$ cat config.mk
export PLATFORM = sky130hd
export DESIGN_NAME = lru_key_value_cache_flat
export DESIGN_NICKNAME = d
export VERILOG_FILES = /design/src/hw/rtl/lkv_pkg.sv /design/src/hw/rtl/lkv_if.sv /design/src/hw/rtl/lkv_store.sv /design/src/hw/rtl/lru_key_value_cache.sv /design/src/flat_wrapper.sv
export SDC_FILE = /design/constraint.sdc
export NUM_CORES = 2
export LEC_CHECK = 0
export BUFFER_PORTS_ARGS = -buffer_cell sky130_fd_sc_hd__buf_2
export CAP_MARGIN = 20
export CORE_UTILIZATION = 40
export DETAILED_ROUTE_END_ITERATION = 12
export GPL_ROUTABILITY_DRIVEN = 0
export PLACE_DENSITY_LB_ADDON = 0.1
export SYNTH_ARGS = -nofsm -noshare
export SYNTH_HDL_FRONTEND = slang
export SYNTH_SLANG_ARGS = --single-unit
$ cat constraint.sdc
create_clock -name clk -period 18.2 [get_ports clk]
set_input_delay 5.46 -clock clk [delete_from_list [all_inputs] [get_ports clk]]
set_output_delay 5.46 -clock clk [all_outputs]
set_load 0.02 [all_outputs]
$ cat src/hw/rtl/lkv_pkg.sv
// ----------------------------------------------------------------------------
// lkv_pkg
// Shared types and constants for the LRU key-value cache.
// ----------------------------------------------------------------------------
package lkv_pkg;

  localparam int KEY_W = 32;
  localparam int VAL_W = 32;
  localparam int CAP_W = 5;

  localparam logic [CAP_W-1:0] CAP_RESET  = 5'd16;
  localparam logic [VAL_W-1:0] MISS_VALUE = '1;

  typedef enum logic {
    ACT_GET = 1'b0,
    ACT_PUT = 1'b1
  } action_t;

  typedef struct packed {
    action_t           action;
    logic [KEY_W-1:0]  key;
    logic [VAL_W-1:0]  value;
  } req_t;

  typedef struct packed {
    logic              hit;
    logic [VAL_W-1:0]  value;
  } rsp_t;

endpackage

$ cat src/hw/rtl/lkv_if.sv
// ----------------------------------------------------------------------------
// lkv_if
// Request and response channel interfaces for the LRU key-value cache.
// ----------------------------------------------------------------------------
interface lkv_in_if;
  logic                              valid;
  logic                              ready;
  lkv_pkg::action_t                  action;
  logic signed [lkv_pkg::KEY_W-1:0]  lookup_key;
  logic signed [lkv_pkg::VAL_W-1:0]  write_value;

  modport source (output valid, output action, output lookup_key, output write_value,
                  input ready);
  modport sink   (input valid, input action, input lookup_key, input write_value,
                  output ready);
endinterface

interface lkv_out_if;
  logic                              valid;
  logic                              ready;
  logic                              hit;
  logic signed [lkv_pkg::VAL_W-1:0]  read_value;

  modport source (output valid, output hit, output read_value, input ready);
  modport sink   (input valid, input hit, input read_value, output ready);
endinterface

$ cat src/hw/rtl/lkv_store.sv
// ----------------------------------------------------------------------------
// lkv_store
// Fully associative entry array with recency ranks: parallel key match,
// victim and free slot selection, and a registered update for each item.
// ----------------------------------------------------------------------------
module lkv_store #(
  parameter int MAX_ENTRIES = 16
) (
  input  logic                       clk,
  input  logic                       rst_n,
  input  logic                       req_fire,
  input  lkv_pkg::req_t              req,
  input  logic [lkv_pkg::CAP_W-1:0]  cap,
  output lkv_pkg::rsp_t              rsp
);

  localparam int IDX_W     = (MAX_ENTRIES > 1) ? $clog2(MAX_ENTRIES) : 1;
  localparam int RANK_W    = IDX_W;
  localparam int OCC_W     = $clog2(MAX_ENTRIES + 1);
  localparam int CAP_CMP_W = (OCC_W > lkv_pkg::CAP_W) ? OCC_W : lkv_pkg::CAP_W;

  logic [MAX_ENTRIES-1:0]    valid_r;
  logic [lkv_pkg::KEY_W-1:0] key_r   [MAX_ENTRIES];
  logic [lkv_pkg::VAL_W-1:0] value_r [MAX_ENTRIES];
  logic [RANK_W-1:0]         rank_r  [MAX_ENTRIES];
  logic [OCC_W-1:0]          occ_r;

  logic [MAX_ENTRIES-1:0]    match;
  logic [MAX_ENTRIES-1:0]    oldest;
  logic                      any_hit;
  logic                      any_free;
  logic [IDX_W-1:0]          hit_idx;
  logic [IDX_W-1:0]          victim_idx;
  logic [IDX_W-1:0]          free_idx;
  logic [IDX_W-1:0]          tgt_idx;
  logic [RANK_W-1:0]         tgt_rank;
  logic [CAP_CMP_W-1:0]      eff_cap;
  logic                      full;
  logic                      is_put;
  logic [OCC_W-1:0]          occ_m1;

  // per-entry compare and lowest-index pick
  always_comb begin
    occ_m1     = occ_r - OCC_W'(1);
    any_hit    = 1'b0;
    any_free   = 1'b0;
    hit_idx    = '0;
    victim_idx = '0;
    free_idx   = '0;
    for (int i = 0; i < MAX_ENTRIES; i++) begin
      match[i]  = valid_r[i] && (key_r[i] == req.key);
      oldest[i] = valid_r[i] && (OCC_W'(rank_r[i]) == occ_m1);
    end
    for (int i = MAX_ENTRIES - 1; i >= 0; i--) begin
      if (match[i]) begin
        any_hit = 1'b1;
        hit_idx = IDX_W'(i);
      end
      if (oldest[i]) begin
        victim_idx = IDX_W'(i);
      end
      if (!valid_r[i]) begin
        any_free = 1'b1;
        free_idx = IDX_W'(i);
      end
    end
  end

  // effective capacity, clamped to 1 .. MAX_ENTRIES
  always_comb begin
    eff_cap = CAP_CMP_W'(cap);
    if (cap == '0) begin
      eff_cap = CAP_CMP_W'(1);
    end else if (eff_cap > CAP_CMP_W'(MAX_ENTRIES)) begin
      eff_cap = CAP_CMP_W'(MAX_ENTRIES);
    end
    full = (CAP_CMP_W'(occ_r) >= eff_cap) || !any_free;
  end

  assign is_put   = (req.action == lkv_pkg::ACT_PUT);
  assign tgt_idx  = any_hit ? hit_idx : (full ? victim_idx : free_idx);
  assign tgt_rank = rank_r[tgt_idx];

  assign rsp.hit   = any_hit;
  assign rsp.value = any_hit ? value_r[hit_idx] : lkv_pkg::MISS_VALUE;

  always_ff @(posedge clk) begin
    if (!rst_n) begin
      valid_r <= '0;
      occ_r   <= '0;
    end else if (req_fire && is_put && !any_hit) begin
      valid_r[tgt_idx] <= 1'b1;
      if (!full) begin
        occ_r <= occ_r + OCC_W'(1);
      end
    end
  end

  always_ff @(posedge clk) begin
    if (req_fire && (any_hit || is_put)) begin
      for (int i = 0; i < MAX_ENTRIES; i++) begin
        if (IDX_W'(i) != tgt_idx && valid_r[i] &&
            (!any_hit || (rank_r[i] < tgt_rank))) begin
          rank_r[i] <= rank_r[i] + 1'b1;
        end
      end
      rank_r[tgt_idx] <= '0;
      if (is_put) begin
        value_r[tgt_idx] <= req.value;
      end
      if (is_put && !any_hit) begin
        key_r[tgt_idx] <= req.key;
      end
    end
  end

endmodule

$ cat src/hw/rtl/lru_key_value_cache.sv
// ----------------------------------------------------------------------------
// lru_key_value_cache
// Key-value cache with least-recently-used replacement. A get returns the
// stored value or a miss; a put inserts or updates and returns nothing.
//
//   channel  dir  handshake      payload
//   in_ch    in   valid/ready    action, lookup_key, write_value
//   out_ch   out  valid/ready    hit, read_value
//   cfg      in   cfg_we         cfg_wdata (capacity_limit)
//
// One item per cycle unless stalled: an item is held in the input register while
// the entry array resolves it, and the array updates when the item moves on.
// A get result passes from the input register to the output register. Input
// stalls only when a get waits on a full output register. Reset clears valid
// bits, occupancy and handshake state; capacity resets to 16.
// ----------------------------------------------------------------------------
module lru_key_value_cache #(
  parameter int MAX_ENTRIES = 16
) (
  input  logic                       clk,
  input  logic                       rst_n,
  lkv_in_if.sink                     in_ch,
  lkv_out_if.source                  out_ch,
  input  logic                       cfg_we,
  input  logic [lkv_pkg::CAP_W-1:0]  cfg_wdata
);

  logic                      in_valid_r;
  lkv_pkg::req_t             in_req_r;
  logic                      out_valid_r;
  lkv_pkg::rsp_t             out_rsp_r;
  logic [lkv_pkg::CAP_W-1:0] cap_r;

  lkv_pkg::rsp_t             store_rsp;
  logic                      is_get;
  logic                      proceed;
  logic                      in_fire;

  assign is_get  = (in_req_r.action == lkv_pkg::ACT_GET);
  assign proceed = in_valid_r && (!is_get || !out_valid_r || out_ch.ready);
  assign in_ch.ready = !in_valid_r || proceed;
  assign in_fire = in_ch.valid && in_ch.ready;

  lkv_store #(
    .MAX_ENTRIES (MAX_ENTRIES)
  ) u_store (
    .clk      (clk),
    .rst_n    (rst_n),
    .req_fire (proceed),
    .req      (in_req_r),
    .cap      (cap_r),
    .rsp      (store_rsp)
  );

  always_ff @(posedge clk) begin
    if (!rst_n) begin
      in_valid_r  <= 1'b0;
      out_valid_r <= 1'b0;
      cap_r       <= lkv_pkg::CAP_RESET;
    end else begin
      if (in_ch.ready) begin
        in_valid_r <= in_ch.valid;
      end
      if (proceed && is_get) begin
        out_valid_r <= 1'b1;
      end else if (out_ch.ready) begin
        out_valid_r <= 1'b0;
      end
      if (cfg_we) begin
        cap_r <= cfg_wdata;
      end
    end
  end

  always_ff @(posedge clk) begin
    if (in_fire) begin
      in_req_r.action <= in_ch.action;
      in_req_r.key    <= in_ch.lookup_key;
      in_req_r.value  <= in_ch.write_value;
    end
    if (proceed && is_get) begin
      out_rsp_r <= store_rsp;
    end
  end

  assign out_ch.valid      = out_valid_r;
  assign out_ch.hit        = out_rsp_r.hit;
  assign out_ch.read_value = out_rsp_r.value;

endmodule

$ cat src/flat_wrapper.sv
// flat-port wrapper written by rule: the top's interface ports become plain ports
module lru_key_value_cache_flat 
#(
  parameter int MAX_ENTRIES = 16
)
  (clk, rst_n, cfg_we, cfg_wdata, in_ch_valid, in_ch_action, in_ch_lookup_key, in_ch_write_value, in_ch_ready, out_ch_valid, out_ch_hit, out_ch_read_value, out_ch_ready);
  lkv_in_if in_ch_i ();
  lkv_out_if out_ch_i ();
  input  logic clk;
  input  logic rst_n;
  input  logic cfg_we;
  input  logic [lkv_pkg::CAP_W-1:0] cfg_wdata;
  input wire logic [$bits(in_ch_i.valid)-1:0] in_ch_valid;
  input wire logic [$bits(in_ch_i.action)-1:0] in_ch_action;
  input wire logic [$bits(in_ch_i.lookup_key)-1:0] in_ch_lookup_key;
  input wire logic [$bits(in_ch_i.write_value)-1:0] in_ch_write_value;
  output wire logic [$bits(in_ch_i.ready)-1:0] in_ch_ready;
  output wire logic [$bits(out_ch_i.valid)-1:0] out_ch_valid;
  output wire logic [$bits(out_ch_i.hit)-1:0] out_ch_hit;
  output wire logic [$bits(out_ch_i.read_value)-1:0] out_ch_read_value;
  input wire logic [$bits(out_ch_i.ready)-1:0] out_ch_ready;
  assign in_ch_i.valid = in_ch_valid;
  assign in_ch_i.action = in_ch_action;
  assign in_ch_i.lookup_key = in_ch_lookup_key;
  assign in_ch_i.write_value = in_ch_write_value;
  assign in_ch_ready = in_ch_i.ready;
  assign out_ch_valid = out_ch_i.valid;
  assign out_ch_hit = out_ch_i.hit;
  assign out_ch_read_value = out_ch_i.read_value;
  assign out_ch_i.ready = out_ch_ready;
  lru_key_value_cache #(.MAX_ENTRIES(MAX_ENTRIES)) u_core (.clk(clk), .rst_n(rst_n), .in_ch(in_ch_i), .out_ch(out_ch_i), .cfg_we(cfg_we), .cfg_wdata(cfg_wdata));
endmodule
==> flow_results.xml <==
<?xml version="1.0" encoding="UTF-8"?>
<metrics>
  <group name="sta">
    <metric name="finalCritPeriodShare" unit="">0.641</metric>
    <metric name="setup-violations-final" unit="">0</metric>
    <metric name="hold_viol_final" unit="">0</metric>
    <metric name="tightest_slew" unit="ns">1.17</metric>
    <metric name="clock.fmax" unit="GHz">0.0857</metric>
    <metric name="report.final.slew_viol_count" unit="">0</metric>
    <metric name="totalNegativeSetupSlack" unit="ns">0</metric>
    <metric name="maxSlewHeadroom" unit="">0.221</metric>
    <metric name="period_minus_slack" unit="ns">11.67</metric>
    <metric name="timing.clock.skew" unit="ns">0.0360</metric>
    <metric name="rsz0062_at_grt" unit="">false</metric>
  </group>
  <group name="clock_tree">
    <metric name="htree_levels" unit="">4</metric>
    <metric name="clk_latency" unit="ns">0.79</metric>
    <metric name="ctsRootBufferMaster" unit="">clkbuf_16</metric>
    <metric name="cts.hold.buffers_added" unit="">0</metric>
    <metric name="cts_sinks" unit="">1214</metric>
    <metric name="postCtsSetupRepairBufs" unit="">0</metric>
    <metric name="clkTransAtPathRegs" unit="ns">0.05</metric>
    <metric name="clock_tree_from_tritoncts" unit="">yes</metric>
    <metric name="clockBufferDepth" unit="">3</metric>
    <metric name="cts-buffers-inserted" unit="">140</metric>
    <metric name="postCtsResizedCells" unit="">0</metric>
  </group>
  <group name="final_layout">
    <metric name="multiInputGateArea" unit="mm²">0.0183</metric>
    <metric name="area_delta_synth_final" unit="%">13.2</metric>
    <metric name="final-seq-area" unit="mm²">0.0355</metric>
    <metric name="final_layout_size_suffix_gt1_frac" unit="">0.124</metric>
    <metric name="finalNetCount" unit="">4077</metric>
    <metric name="n_fill_cell" unit="">12200</metric>
    <metric name="cell_count_final_fillers_out" unit="">5829</metric>
  </group>
  <group name="logic_synthesis">
    <metric name="synth_mux_area_frac" unit="">0.0783</metric>
    <metric name="synth_compound_area_frac" unit="">0.0499</metric>
    <metric name="synth-xor-area-share" unit="">0.0965</metric>
    <metric name="netlist-cell-type-count" unit="">74</metric>
    <metric name="synth_enable_flop_cells" unit="">1122</metric>
    <metric name="syn_inst" unit="">3772</metric>
    <metric name="ys.warnings.count" unit="">0</metric>
    <metric name="seq_area_frac_synth" unit="">0.650</metric>
    <metric name="yosysMostFrequentCell" unit="">edfxtp_1</metric>
    <metric name="netlist_top_cells_area" unit="">edfxtp_1 62%, mux2i_1 6.9%, xor2_1 6.2%</metric>
    <metric name="synth_top_family_by_area" unit="">XOR/XNOR gates</metric>
    <metric name="post_synth_most_frequent_cells" unit="">1,122 x edfxtp_1, 389 x xor2_1, 376 x mux2i_1</metric>
    <metric name="yosysTopAreaCell" unit="">edfxtp_1</metric>
    <metric name="syn-mean-instance-area" unit="µm²">14.5</metric>
    <metric name="yosys_register_bits" unit="">1214</metric>
    <metric name="synth_simple_gate_area_frac" unit="">0.0882</metric>
    <metric name="synthDominantCellAreaShare" unit="">0.617</metric>
    <metric name="synthesized_area_fraction_occupied_by_adder_cells" unit="">0.0163</metric>
    <metric name="post_synth_instance_area" unit="mm²">0.0546</metric>
    <metric name="synth_async_sr_flop_share" unit="">0</metric>
    <metric name="syn_nets" unit="">3918</metric>
    <metric name="ys.flop_type" unit="">edfxtp_1</metric>
  </group>
  <group name="job">
    <metric name="maxCapViolations" unit="">0</metric>
  </group>
  <group name="drt">
    <metric name="drt_pre_antenna_iters" unit="">6</metric>
    <metric name="route.vias.total" unit="">31900</metric>
    <metric name="detail_route.iter0.violations" unit="">2346</metric>
    <metric name="wl_per_cell" unit="µm">25.4</metric>
    <metric name="vias_per_cell" unit="">5.47</metric>
    <metric name="route.antenna.remaining_nets" unit="">0</metric>
    <metric name="drt_drc_violations_left" unit="">0</metric>
    <metric name="finalWirelength" unit="µm">148000</metric>
  </group>
  <group name="power_and_ir_drop">
    <metric name="power.total" unit="µW">6210</metric>
    <metric name="power.density" unit="mW/mm²">100</metric>
    <metric name="power.static_leakage" unit="µW">0.0219</metric>
    <metric name="irDropWorstVdd" unit="mV">0.0911</metric>
  </group>
  <group name="floorplanning">
    <metric name="dieWidth" unit="µm">372</metric>
    <metric name="core.rowCount" unit="">135</metric>
    <metric name="design.die.area" unit="mm²">0.138</metric>
    <metric name="core-area" unit="mm²">0.135</metric>
    <metric name="chipHeight" unit="µm">372</metric>
    <metric name="initial_cell_density_of_the_core" unit="">0.403</metric>
    <metric name="io_pins" unit="">110</metric>
  </group>
  <group name="placed_design">
    <metric name="dp_hpwl" unit="µm">82300</metric>
    <metric name="placement.io_buffers" unit="">109</metric>
    <metric name="placed_cells_incl_taps" unit="">5570</metric>
  </group>
  <group name="grt">
    <metric name="grt_overflow" unit="">0</metric>
    <metric name="grt_pass1_vias" unit="">31300</metric>
    <metric name="grtUsageTotal" unit="">0.215</metric>
    <metric name="grt_start_max_net_pins" unit="">113</metric>
    <metric name="grt_first_pass_wirelength" unit="µm">215000</metric>
    <metric name="grt_antenna_before_repair" unit="">5</metric>
  </group>
  <group name="setup_path">
    <metric name="cp.arrival" unit="ns">6.21</metric>
    <metric name="worst_setup_path_start_kind" unit="">input pin</metric>
    <metric name="timing.critical_path.to_type" unit="">output port</metric>
    <metric name="crit_type" unit="">in2out</metric>
    <metric name="crit_path_max_fanout" unit="">3</metric>
    <metric name="crit_required" unit="ns">12.74</metric>
  </group>
  <group name="status">
    <metric name="outcome" unit="">completed</metric>
  </group>
  <group name="worst_hold_path">
    <metric name="hold_class" unit="">reg2reg</metric>
  </group>
</metrics>
## kinds of logic (layout without fill, tap and decap cells)
group | Yosys count | count (layout)
AO/OA/AOI/OAI | 388 | 388
XOR/XNOR | 584 | 584
adder cells (fa/ha/maj) | 71 | 71
buffers and inverters | 215 | 489
flip-flops | 1214 | 1214
multiplexers | 421 | 421
other | 0 | 2
AND/OR/NAND/NOR | 879 | 879
## power by group
| part | leakage [µW] | switching [µW] | internal, µW |
|---|---|---|---|
| Sequential | 0.0109 | 36.9 | 3070 |
| Clock | 0.00215 | 1160 | 1560 |
| Combinational | 0.00887 | 251 | 132 |
## placed cells by master (no fill, tap or decap), drive strengths merged, types with 14 or more instances in the layout
master | netlist | layout
edfxtp | 1122 | 1122
xor2 | 389 | 389
mux2i | 376 | 376
buf | 124 | 203
nand2 | 195 | 195
clkbuf | 62 | 186
xnor2 | 184 | 184
nor4 | 173 | 173
nand4 | 111 | 111
o21ai | 102 | 102
nor2 | 94 | 94
dfxtp | 92 | 92
nand3 | 88 | 88
ha | 71 | 71
nor3 | 51 | 51
clkinv | 0 | 50
o21a | 49 | 49
mux2 | 45 | 45
inv | 29 | 41
a21o | 36 | 36
a21oi | 36 | 36
a22oi | 32 | 32
o211ai | 32 | 32
and2 | 29 | 29
and3 | 27 | 27
nand4b | 22 | 22
a31oi | 20 | 20
nand2b | 18 | 18
a311o | 16 | 16
nor2b | 15 | 15
a2111oi | 14 | 14
or4 | 14 | 14
## flip-flops by register name, indices dropped and copies added, names as in the netlist
signal and count:
u_core.cap_r 5, u_core.in_req_r 65, u_core.in_valid_r 1, u_core.out_ch.hit 1, u_core.out_ch.read_value 32, u_core.out_ch.valid 1
u_core.u_store.key_r 512, u_core.u_store.occ_r 5, u_core.u_store.rank_r 64, u_core.u_store.valid_r 16, u_core.u_store.value_r 512
## routing by layer
layer	share of wire	routed length, µm	track usage	up-vias
li1	-	-	-	14800
met1	0.46	68300	0.296	16200
met2	0.48	71200	0.356	679
met3	0.037	5470	0.0278	203
met4	0.021	3060	0.0556	0
met5	0	0	0	-
## metrics by stage
| step | worst slack (ns) | utilization | hold slack, ns | area [µm²] |
|---|---|---|---|---|
| CTS | 6.50 | 0.457 | 0.534 | 61900 |
| global route | 6.47 | 0.457 | 0.551 | 61900 |
| floorplan | 6.86 | - | 0.477 | 54600 |
| detailed placement | 6.51 | 0.424 | 0.520 | 57400 |
| finish | 6.53 | 0.457 | 0.530 | 61900 |
| global placement | 6.50 | 0.424 | 0.513 | 57400 |
## area by class of cell
type / count / share of cell area
clock buffers: 186 / 0.0601
clock inverters: 71 / 0.0118
repair buffers: 203 / 0.0204
well taps: 1781 / 0.0360
inverters: 29 / 0.00176
diodes: 2 / 0.0000809
flip-flops and latches: 1214 / 0.574
multi-input cells: 2343 / 0.295
## critical path: stages
cell and delay, ns:
buf_2 0.10, nand2b_1 0.14, nor2_1 0.26, inv_1 0.08, buf_2 0.17
## final timing paths
| path | from | end | slack (ns) | cells after the start |
|---|---|---|---|---|
| min | u_core.out_ch.valid | u_core.out_ch.valid | 0.53 | 2 |
| max reg2reg | u_core.in_req_r[37] | u_core.u_store.rank_r[7][0] | 10.27 | 23 |
| min reg2reg | u_core.out_ch.valid | u_core.out_ch.valid | 0.53 | 2 |
| max | out_ch_ready | in_ch_ready | 6.53 | 5 |
Note: power is estimated with default switching activity, not from simulation.
